## config.mk

```make
export PLATFORM = sky130hd
export DESIGN_NAME = rtc_datetime_normalizer_top
export DESIGN_NICKNAME = d
export VERILOG_FILES = /design/src/hdl/rdn_pkg.sv /design/src/hdl/rtc_datetime_normalizer_top.sv /design/src/hdl/rdn_lane.sv /design/src/hdl/rdn_merge.sv
export SDC_FILE = /design/constraint.sdc
export NUM_CORES = 1
export LEC_CHECK = 0
export ABC_CLOCK_PERIOD_IN_PS = 11800
export BUFFER_PORTS_ARGS = -buffer_cell sky130_fd_sc_hd__buf_2
export CAP_MARGIN = 10
export CORE_MARGIN = 1
export CORE_UTILIZATION = 40
export CTS_CLUSTER_SIZE = 10
export DETAILED_ROUTE_END_ITERATION = 16
export HOLD_SLACK_MARGIN = 0.02
export PLACE_DENSITY = 0.61
export RECOVER_POWER = 100
export SLEW_MARGIN = 20
export SYNTH_ARGS = -nofsm -noshare
export SYNTH_HDL_FRONTEND = slang
export SYNTH_HIERARCHICAL = 1
export SYNTH_SLANG_ARGS = --single-unit
```

## constraint.sdc

```tcl
create_clock -name clk -period 11.8 [get_ports clk]
set_input_delay 2.36 -clock clk [delete_from_list [all_inputs] [get_ports clk]]
set_output_delay 2.36 -clock clk [all_outputs]
set_load 0.05 [all_outputs]
```

## src/hdl/rdn_pkg.sv

```systemverilog
// ----------------------------------------------------------------------------
// rdn_pkg
// shared types, constants and helpers of the rtc datetime normalizer
// ----------------------------------------------------------------------------
`timescale 1ns / 1ps

package rdn_pkg;

  localparam int N_LANES   = 6;
  localparam int LANE_SEC  = 0;
  localparam int LANE_MIN  = 1;
  localparam int LANE_HOUR = 2;
  localparam int LANE_DAY  = 3;
  localparam int LANE_MON  = 4;
  localparam int LANE_YEAR = 5;

  localparam int STAT_BINARY_BIT = 2;
  localparam int STAT_24H_BIT    = 1;
  localparam int HOUR_PM_BIT     = 7;

  localparam logic [7:0] RESET_YEAR = 8'h26;

  localparam logic [6:0] LIM_LO [N_LANES] = '{7'd0, 7'd0, 7'd0, 7'd1, 7'd1, 7'd0};
  localparam logic [6:0] LIM_HI [N_LANES] = '{7'd59, 7'd59, 7'd23, 7'd31, 7'd12, 7'd99};

  typedef struct packed {
    logic binary;
    logic h24;
  } mode_t;

  typedef struct packed {
    logic       ok;
    logic [7:0] bcd;
  } lane_res_t;

  typedef struct packed {
    logic       snapshot_valid;
    logic [7:0] yr_bcd;
    logic [4:0] month_bcd;
    logic [5:0] day_bcd;
    logic [5:0] hours_bcd;
    logic [6:0] minutes_bcd;
    logic [6:0] seconds_bcd;
  } result_t;

  // binary 0..127 to two bcd digits, exact for values up to 99
  function automatic logic [7:0] to_bcd(input logic [6:0] v);
    logic [13:0] prod;
    logic [3:0]  q;
    logic [6:0]  r;
    prod = 14'(v) * 14'd103;
    q    = prod[13:10];
    r    = v - 7'({q, 3'b000}) - 7'({q, 1'b0});
    return {q, r[3:0]};
  endfunction

endpackage

```

## src/hdl/rtc_datetime_normalizer_top.sv

```systemverilog
// ----------------------------------------------------------------------------
// rtc_datetime_normalizer_top
// normalizes raw rtc datetime snapshots into validated 24-hour bcd
// ----------------------------------------------------------------------------
// usage:
//   input stream: in_tuser carries the status byte, in_tdata the six raw
//   field bytes. each accepted transaction yields exactly one output
//   transaction with the validity flag on out_tuser and the bcd fields on
//   out_tdata, or the default datetime when any field fails.
//   six decode lanes run side by side, one per field; the merge stage
//   reduces their flags and loads the single output register.
//   out_tvalid rises in the cycle after acceptance; throughput is one
//   transaction per cycle while out_tready is high, set by the one
//   output register. when the receiver stalls, the output holds and
//   in_tready drops until the held transaction is taken, so nothing is lost.
//   reset empties the output register and loads the default year 0x26.
//   cfg_wr_en writes cfg_wr_data to the default year; write only when idle.
// ----------------------------------------------------------------------------
`timescale 1ns / 1ps

module rtc_datetime_normalizer_top (
  input  logic        clk,
  input  logic        rst_n,
  input  logic        cfg_wr_en,
  input  logic [7:0]  cfg_wr_data,
  input  logic        in_tvalid,
  output logic        in_tready,
  // raw_seconds, raw_minutes, raw_hours, raw_day, raw_month, raw_year
  input  logic [47:0] in_tdata,
  // status_register
  input  logic [7:0]  in_tuser,
  output logic        out_tvalid,
  input  logic        out_tready,
  // seconds_bcd, minutes_bcd, hours_bcd, day_bcd, month_bcd, yr_bcd, pad
  output logic [39:0] out_tdata,
  // snapshot_valid
  output logic        out_tuser
);
  import rdn_pkg::*;

  logic [7:0] default_year_r;
  logic [7:0] default_year_nxt;
  mode_t      mode;
  lane_res_t  lanes [N_LANES];
  result_t    res;

  assign default_year_nxt = cfg_wr_en ? cfg_wr_data : default_year_r;

  always_ff @(posedge clk) begin
    if (!rst_n) begin
      default_year_r <= RESET_YEAR;
    end else begin
      default_year_r <= default_year_nxt;
    end
  end

  assign mode.binary = in_tuser[STAT_BINARY_BIT];
  assign mode.h24    = in_tuser[STAT_24H_BIT];

  for (genvar g = 0; g < N_LANES; g++) begin : g_lane
    rdn_lane u_lane (
      .raw       (in_tdata[8*g +: 8]),
      .mode      (mode),
      .hour_lane (1'(g == LANE_HOUR)),
      .lim_lo    (LIM_LO[g]),
      .lim_hi    (LIM_HI[g]),
      .res       (lanes[g])
    );
  end

  rdn_merge u_merge (
    .clk          (clk),
    .rst_n        (rst_n),
    .lanes        (lanes),
    .default_year (default_year_r),
    .in_valid     (in_tvalid),
    .in_ready     (in_tready),
    .out_valid    (out_tvalid),
    .out_ready    (out_tready),
    .out_res      (res)
  );

  assign out_tdata = {1'b0, res.yr_bcd, res.month_bcd, res.day_bcd,
                      res.hours_bcd, res.minutes_bcd, res.seconds_bcd};
  assign out_tuser = res.snapshot_valid;

endmodule

```

## src/hdl/rdn_lane.sv

```systemverilog
// ----------------------------------------------------------------------------
// rdn_lane
// decodes one raw field byte, applies 12-hour fixup, range checks, re-encodes
// ----------------------------------------------------------------------------
`timescale 1ns / 1ps

module rdn_lane (
  input  logic [7:0]        raw,
  input  rdn_pkg::mode_t    mode,
  input  logic              hour_lane,
  input  logic [6:0]        lim_lo,
  input  logic [6:0]        lim_hi,
  output rdn_pkg::lane_res_t res
);
  import rdn_pkg::*;

  logic [7:0] field;
  logic [3:0] dig_lo;
  logic [3:0] dig_hi;
  logic       bad_digit;
  logic [7:0] dec;
  logic [7:0] adj;

  assign field     = hour_lane ? {1'b0, raw[6:0]} : raw;
  assign dig_lo    = field[3:0];
  assign dig_hi    = field[7:4];
  assign bad_digit = !mode.binary && ((dig_lo > 4'd9) || (dig_hi > 4'd9));
  assign dec       = mode.binary ? field
                   : ({1'b0, dig_hi, 3'b000} + {3'b000, dig_hi, 1'b0} + {4'b0000, dig_lo});

  always_comb begin
    adj = dec;
    if (hour_lane && !mode.h24) begin
      if (adj == 8'd12) begin
        adj = 8'd0;
      end
      if (raw[HOUR_PM_BIT] && (adj < 8'd12)) begin
        adj = adj + 8'd12;
      end
    end
  end

  assign res.ok  = !bad_digit && (adj >= {1'b0, lim_lo}) && (adj <= {1'b0, lim_hi});
  assign res.bcd = to_bcd(adj[6:0]);

endmodule

```

## src/hdl/rdn_merge.sv

```systemverilog
// ----------------------------------------------------------------------------
// rdn_merge
// combines lane results, substitutes defaults, holds the output register
// ----------------------------------------------------------------------------
`timescale 1ns / 1ps

module rdn_merge (
  input  logic               clk,
  input  logic               rst_n,
  input  rdn_pkg::lane_res_t lanes [rdn_pkg::N_LANES],
  input  logic [7:0]         default_year,
  input  logic               in_valid,
  output logic               in_ready,
  output logic               out_valid,
  input  logic               out_ready,
  output rdn_pkg::result_t   out_res
);
  import rdn_pkg::*;

  logic    all_ok;
  result_t res_nxt;
  result_t res_r;
  logic    valid_r;
  logic    valid_nxt;

  always_comb begin
    all_ok = 1'b1;
    for (int i = 0; i < N_LANES; i++) begin
      all_ok = all_ok & lanes[i].ok;
    end
  end

  always_comb begin
    res_nxt.snapshot_valid = all_ok;
    if (all_ok) begin
      res_nxt.seconds_bcd = lanes[LANE_SEC].bcd[6:0];
      res_nxt.minutes_bcd = lanes[LANE_MIN].bcd[6:0];
      res_nxt.hours_bcd   = lanes[LANE_HOUR].bcd[5:0];
      res_nxt.day_bcd     = lanes[LANE_DAY].bcd[5:0];
      res_nxt.month_bcd   = lanes[LANE_MON].bcd[4:0];
      res_nxt.yr_bcd      = lanes[LANE_YEAR].bcd;
    end else begin
      res_nxt.seconds_bcd = 7'h00;
      res_nxt.minutes_bcd = 7'h00;
      res_nxt.hours_bcd   = 6'h00;
      res_nxt.day_bcd     = 6'h01;
      res_nxt.month_bcd   = 5'h01;
      res_nxt.yr_bcd      = default_year;
    end
  end

  assign in_ready  = !valid_r || out_ready;
  assign valid_nxt = in_ready ? in_valid : valid_r;

  always_ff @(posedge clk) begin
    if (!rst_n) begin
      valid_r <= 1'b0;
    end else begin
      valid_r <= valid_nxt;
    end
  end

  always_ff @(posedge clk) begin
    if (in_ready && in_valid) begin
      res_r <= res_nxt;
    end
  end

  assign out_valid = valid_r;
  assign out_res   = res_r;

endmodule

```

# --- After elaboration in Yosys (flattened, before gate mapping) ---
# Cells that the tools add are included.
totals:
  wordCells: 117
  out_inout_bits: 43
  in_bits: 69
  regBits: 49
op_classes:
  multipliers: 6
  addsub: 25
  bitwise: 5
  n_lt_le_gt_ge: 25
  n_eq_ne: 1
  n_mux: 11
  reduce_logical: 35
op_table:
  columns: ["cell", "count"]
  rows:
  - ["2-to-1 mux 8 bit", 10]
  - ["multiplier 7 x 7 -> 13 bit (second input constant)", 5]
  - ["adder 8 x 4 -> 8 bit", 6]
  - [">= comparator 8 x 1 -> 1 bit (second input constant)", 6]
  - ["subtractor 4 bit", 12]
  - ["> comparator 4 bit (second input constant)", 11]
  - ["adder 7 x 5 -> 8 bit", 5]
  - ["2-to-1 mux 39 bit", 1]
  - ["logical AND 1 bit", 20]
  - ["<= comparator 8 x 5 -> 1 bit (second input constant)", 2]
  - ["<= comparator 8 x 6 -> 1 bit (second input constant)", 2]
  - ["multiplier 7 x 7 -> 14 bit (second input constant)", 1]
  - ["adder 8 x 4 -> 8 bit (second input constant)", 1]
  - ["equality test 8 x 4 -> 1 bit (second input constant)", 1]
  - ["<= comparator 8 x 4 -> 1 bit (second input constant)", 1]
  - ["<= comparator 8 x 7 -> 1 bit (second input constant)", 1]
  - ["zero test 1 bit", 8]
  - ["less-than comparator 8 x 4 -> 1 bit (second input constant)", 1]
  - ["adder 6 x 4 -> 7 bit", 1]
  - ["logical OR 1 bit", 7]
  - ["bitwise AND 1 bit", 5]
  - ["> comparator 3 x 4 -> 1 bit (second input constant)", 1]

# --- Logic depth before layout (Yosys ltp) ---
# Gate-level depths: netlist of run 1.
depth:
  ltp_word: 18
  depth_mapped: 36
  depth_no_buf: 36

# --- Modules after synthesis ---
# Netlist of run 1, hierarchy kept.
modules_own_cells:
  columns: ["module", "seq_area_each_um2", "cells_per_inst", "area_per_inst_um2", "instances"]
  rows:
  - ["rdn_lane at g_lane[1].u_lane ...", 0.0, 217, 1911.8, 2]
  - ["rdn_lane at g_lane[2].u_lane", 0.0, 218, 1903.1, 1]
  - ["rdn_lane at g_lane[0].u_lane", 0.0, 206, 1844.3, 1]
  - ["rdn_lane at g_lane[4].u_lane", 0.0, 207, 1843.0, 1]
  - ["rdn_lane at g_lane[5].u_lane", 0.0, 209, 1838.0, 1]
  - ["rdn_merge", 1221.2, 91, 1584.0, 1]
  - ["rtc_datetime_normalizer_top", 160.2, 28, 309.0, 1]

# --- Least setup slack after synthesis of run 1 ---
# Ideal clock, no wire load.
synth_timing:
  path_kind: "input-to-reg"
  from: "input in_tdata[19]"
  to: "register u_merge.res_r, in the netlist u_merge/out_res[17] (data pin)"
  t_required_ns: 11.545
  cell_stages: 30
  setup_time_ns: 0.255
  t_arrival_ns: 9.049
  n_path_buf: 0
  setup_slack_ns: 2.496
  path_cell_list: "fa_1 fa_1 a21oi_1 nor4_1 a211oi_4 and4_1 or2_1 inv_2 ha_1 inv_1 nand2_1 o31ai_1 ha_1 ha_1 inv_1 fa_1 fa_1 inv_1 ha_1 nor4_1 a21boi_1 a311oi_1 a21oi_1 xor2_1 ha_1 a31oi_1 a221o_1 o221ai_2 xnor2_1 and2_1"
synth_lines:
  columns: ["element", "line", "text"]
  rows:
  - ["from (decl)", "rtc_datetime_normalizer_top.sv:29", "input logic [47:0] in_tdata,"]
  - ["to (signal assigned)", "rdn_merge.sv:65", "res_r <= res_nxt;"]
  - ["to (decl)", "rdn_merge.sv:22", "result_t res_r;"]

==> results.toml, run 1 <==
[timing]
fin_crit_ps = 10270
max_freq_mhz = 97.41
relSlewSlack = -0.9269
worst_pin_slew_ps = 2890
clock_skew_ps = 11.05
setup_viol = 0
rsz0062_at_grt = "false"
timing.final.max_slew_violations = 41
setup_tns_ps = 0
finalHoldViolCount = 0
fin_crit_sh = 0.8700

[routing]
drtIter0Drc = 217
firstDrtPassIters = 4
drc_errors = 0
wl_um = 27240
wire_per_inst_um = 13.62
num_vias = 9770
postRouteAntennaNets = 0
via_per_inst = 4.885

[global_routing]
grt_use_total = 0.1733
grt_pass1_wl_um = 46750
grt_max_degree = 50
antenna_found_initial = 0
grt_pass1_vias = 9786
grt_remaining_overflow = 0

[clock_tree]
clockRootBuffer = "clkbuf_16"
postCtsHoldBufs = 0
clock_latency_ps = 320
cts_tree = "yes"
numClockSinks = 49
cts_buffer_depth = 2
cts.clk_slew.worst_paths_ps = 70
cts_buffers = 5
cts.htree.levels = 2
cts.repair.resized = 0
cts_setup_buffers = 0

[worst_setup_path]
cp_slowest_cell = "nor2_1"
critPathRequiredTime_ps = 11860
crit_type = "input pin to flop"
arrival_ps = 10320
crit_path_max_fanout = 22
reg2regPathDepth = 3
slowest_delay_ps = 1180
worstSetupEndpointType = "flop"
start_kind = "input pin"

[pwr]
leakagePower_nw = 7.425
ir_worst_vdd_v = 0.0001888
power_density_mw_per_mm2 = 185.8

[min_path]
hp-class = "flop to flop"
holdPathStages = 2

[floorplanning]
core-area_sq_mm = 0.03180
num_io_pins = 112
start_util = 0.4096
fp.dieArea_sq_mm = 0.03329
die_w_um = 182.5
rows = 65
die_h_um = 182.5

[layout]
finalNonFillerCells = 2000
drive_above_1_share = 0.09271
nFillCells = 3168
nNetsFinal = 2070
synthToLayoutAreaGrowth_pct = 10.30

[yosys]
ys_warn_count = 6
synth.cell_area_sq_mm = 0.01303
post_synth.cell_area_avg_sq_um = 9.460
synthCells = 1377

[placed_design]
portBuffers = 104
dp.cells = 1990
place.gp.congestion = 0.8637
detailed_place_hpwl_um = 23110

[run_status]
violations = "max-capacitance violations, max-slew violations"
outcome = "complete, but fails checks"

[job]
max_cap_viol_count = 2
==> placed cells by master, fill, tap and decap left out, types with 15 or more instances in the layout <==
cell and count:
a21o_1 43, a21oi_1 59, and2_1 18, buf_2 59
clkbuf_1 47, conb_1 100, edfxtp_1 40, fa_1 60
ha_1 378, inv_1 219, mux2_2 15, mux2i_1 22
nand2_1 42, nand2b_1 20, nor2_1 37, nor2b_1 26
o21a_1 27, o21ai_0 31, xnor2_1 32, xor2_1 27
==> report_power, final <==
group | switching (mW) | internal, mW | total [mW] | leakage [nW]
Sequential | 0.00307 | 0.196 | 0.199 | 0.462
Clock | 0.0718 | 0.0782 | 0.150 | 0.0645
Combinational | 1.23 | 1.09 | 2.32 | 6.90
==> sequential cells by signal, summed over array words and instances, names as in the netlist <==
name / cells
u_merge/out_valid: 1
default_year_r: 8
u_merge/out_res: 40
==> path summary, 6_finish.rpt <==
| path | startpoint | endpoint | slack, ps |
|---|---|---|---|
| worst max-delay path | in_tdata[47] | u_merge/out_res[31] | 1530 |
| worst min-delay path | default_year_r[1] | default_year_r[1] | 470 |
| worst max register to register | u_merge/out_valid | u_merge/out_res[3] | 8730 |
| worst min register to register | default_year_r[1] | default_year_r[1] | 470 |
==> per-stage QoR <==
stage	hold slack, ps	area (sq um)	setup WS (ps)	utilization	power, mW
3_5_place_dp	459.3	14300	1453	0.4498	2.553
5_1_grt	509.4	14370	776.0	0.4517	3.049
4_1_cts	478.5	14440	1804	0.4542	2.726
6_report	472.1	14370	1534	0.4518	2.669
2_1_floorplan	435.9	13390	2496	-	2.073
3_3_place_gp	453.3	14300	1498	0.4498	2.506
==> per-layer routing <==
metal  vias to the layer above  track usage  routed length (um)
met5                         -            0                   0
met4                         0      0.04471                 553
met3                        19      0.02554                 755
met2                       100       0.2985               12800
met1                      4514       0.2253               13130
li1                       5137            -                   -
==> area by class of cell <==
type / instances / area, sq um / share of cell area
diodes: 1 / 2.502 / 0.0001742
clock buffers: 6 / 128.9 / 0.008970
clock inverters: 2 / 11.26 / 0.0007838
inverters: 226 / 848.3 / 0.05904
multi-input cells: 1173 / 10960 / 0.7629
flip-flops and latches: 49 / 1381 / 0.09614
well taps: 435 / 544.3 / 0.03788
repair buffers: 108 / 490.5 / 0.03414
==> critical path, delay by kind of cell <==
| kind | cells | cell delay (ps) |
|---|---|---|
| and+or+nand+nor | 5 | 2450 |
| adders and majority gates | 4 | 1240 |
| buffers and inverters | 3 | 1100 |
| AOI/OAI and AO/OA | 12 | 2740 |
| muxes | 1 | 440 |
Power figures use the tool's default switching activity.
==> run 2: changes to the inputs <==
--- a/config.mk
+++ b/config.mk
@@ -5,6 +5,7 @@
 export SDC_FILE = /design/constraint.sdc
 export NUM_CORES = 1
 export LEC_CHECK = 0
+export ABC_AREA = 1
 export ABC_CLOCK_PERIOD_IN_PS = 11800
 export BUFFER_PORTS_ARGS = -buffer_cell sky130_fd_sc_hd__buf_2
 export CAP_MARGIN = 10
==> results.toml, run 2 <==
[timing]
finalHoldViolCount = 0
relSlewSlack = -0.7999
clock_skew_ps = 4.937
timing.final.max_slew_violations = 72
worst_pin_slew_ps = 2693
setup_viol = 0
rsz0062_at_grt = "false"
max_freq_mhz = 104.3
setup_tns_ps = 0
fin_crit_sh = 0.8127
fin_crit_ps = 9590

[floorplanning]
die_w_um = 184.4
rows = 66
die_h_um = 184.4
start_util = 0.4078
num_io_pins = 112
core-area_sq_mm = 0.03262
fp.dieArea_sq_mm = 0.03399

[worst_setup_path]
reg2regPathDepth = 2
critPathMostFrequentCell = "nand2_1"
arrival_ps = 9580
crit_path_max_fanout = 7
rr_endpoint = "u_merge/out_res[23]"
cp_slowest_cell = "o31ai_1"
crit_type = "input pin to flop"
slowest_delay_ps = 880
worstSetupEndpointType = "flop"
start_kind = "input pin"
critPathRequiredTime_ps = 11790
reg2reg_from = "u_merge/out_valid"
reg2reg_slack_ps = 8810

[clock_tree]
cts.repair.resized = 0
cts.htree.levels = 2
cts_buffers = 5
postCtsHoldBufs = 0
cts_setup_buffers = 0
cts.clk_slew.worst_paths_ps = 80
cts_buffer_depth = 2
clock_latency_ps = 310
cts_tree = "yes"
clockRootBuffer = "clkbuf_16"
numClockSinks = 49

[placed_design]
dp.cells = 2325
portBuffers = 104
place.gp.congestion = 0.8321
detailed_place_hpwl_um = 23810

[layout]
nFillCells = 3369
largest_register_ffs = 40
final_common_cell = "inv_1"
finalNonFillerCells = 2335
synthToLayoutAreaGrowth_pct = 10.20
drive_above_1_share = 0.1095
mostFrequentLayoutCells = "inv_1, ha_1, nand2_1, nand3_1, conb_1"
nNetsFinal = 2397

[pwr]
power_density_mw_per_mm2 = 168.3
leakagePower_nw = 8.495
total_power_mw = 2.466
ir_worst_vdd_v = 0.0001678

[yosys]
synthCells = 1698
synth.cell_area_sq_mm = 0.01330
ys_warn_count = 6
post_synth.cell_area_avg_sq_um = 7.834

[routing]
drtIter0Drc = 280
num_vias = 10590
firstDrtPassIters = 7
wire_per_inst_um = 11.73
drc_errors = 0
wl_um = 27400
via_per_inst = 4.535
postRouteAntennaNets = 0

[global_routing]
grt_use_total = 0.1720
use_met3 = 0.02648
grt_pass1_wl_um = 47370
grt_remaining_overflow = 0
grt_pass1_vias = 10500
grtUsageMet2 = 0.3168
top_usage_layer = "met2"
met1_usage = 0.2105
grt_max_degree = 39
antenna_found_initial = 6

[min_path]
whs_endpoint = "default_year_r[1]"
worstHoldStart = "default_year_r[1]"
holdPathStages = 2
hp-class = "flop to flop"

[run_status]
outcome = "complete, but fails checks"
violations = "max-capacitance violations, max-slew violations"

[job]
max_cap_viol_count = 2
run 2: layout make-up:
cell class / instances / area (sq um) / share of cell area
multi-input combinational: 1328 / 10590 / 0.7221
clock buffer: 6 / 128.9 / 0.008791
antenna: 2 / 5.005 / 0.0003414
tap: 442 / 553.0 / 0.03773
sequential: 49 / 1381 / 0.09423
timing repair buffer: 106 / 476.7 / 0.03252
inverter: 400 / 1514 / 0.1033
clock inverter: 2 / 15.01 / 0.001024
run 2: metrics by stage:
| step | util | worst slack [ps] | hold slack [ps] | area (sq um) |
|---|---|---|---|---|
| finish | 0.4494 | 2210 | 467.8 | 14660 |
| global route | 0.4493 | 1492 | 497.7 | 14650 |
| CTS | 0.4530 | 2474 | 470.0 | 14780 |
| detailed placement | 0.4486 | 2124 | 450.7 | 14630 |
| global placement | 0.4486 | 2250 | 449.3 | 14630 |
| floorplan | - | 3122 | 429.2 | 13660 |
run 2: routing by layer:
metal  wire length [um]  part of all wire
met2              13250              0.48
met3                870             0.032
met5                 34            0.0012
met1              12910              0.47
met4                335             0.012
run 2: where the power goes:
part	internal, mW	total, mW	leakage, nW	switching [mW]
Clock	0.0792	0.156	0.0631	0.0771
Sequential	0.197	0.200	0.464	0.00369
Combinational	0.838	2.11	7.97	1.27
Total	1.11	2.47	8.49	1.35
run 2: worst max path at each step:
stage,start,endpoint
floorplan,in_tdata[19],u_merge/out_res[17]
global placement,in_tdata[19],u_merge/out_res[17]
detailed placement,in_tdata[19],u_merge/out_res[17]
CTS,in_tdata[19],u_merge/out_res[17]
global route,in_tdata[19],u_merge/out_res[20]
finish,in_tdata[19],u_merge/out_res[17]
run 2: worst max-delay path, delay by kind of cell:
kind / cells / cell delay (ps)
fa+ha+maj: 9 / 3360
simple gates: 20 / 2010
compound gates: 3 / 1170
buf+inv: 7 / 500
xor+xnor: 1 / 140
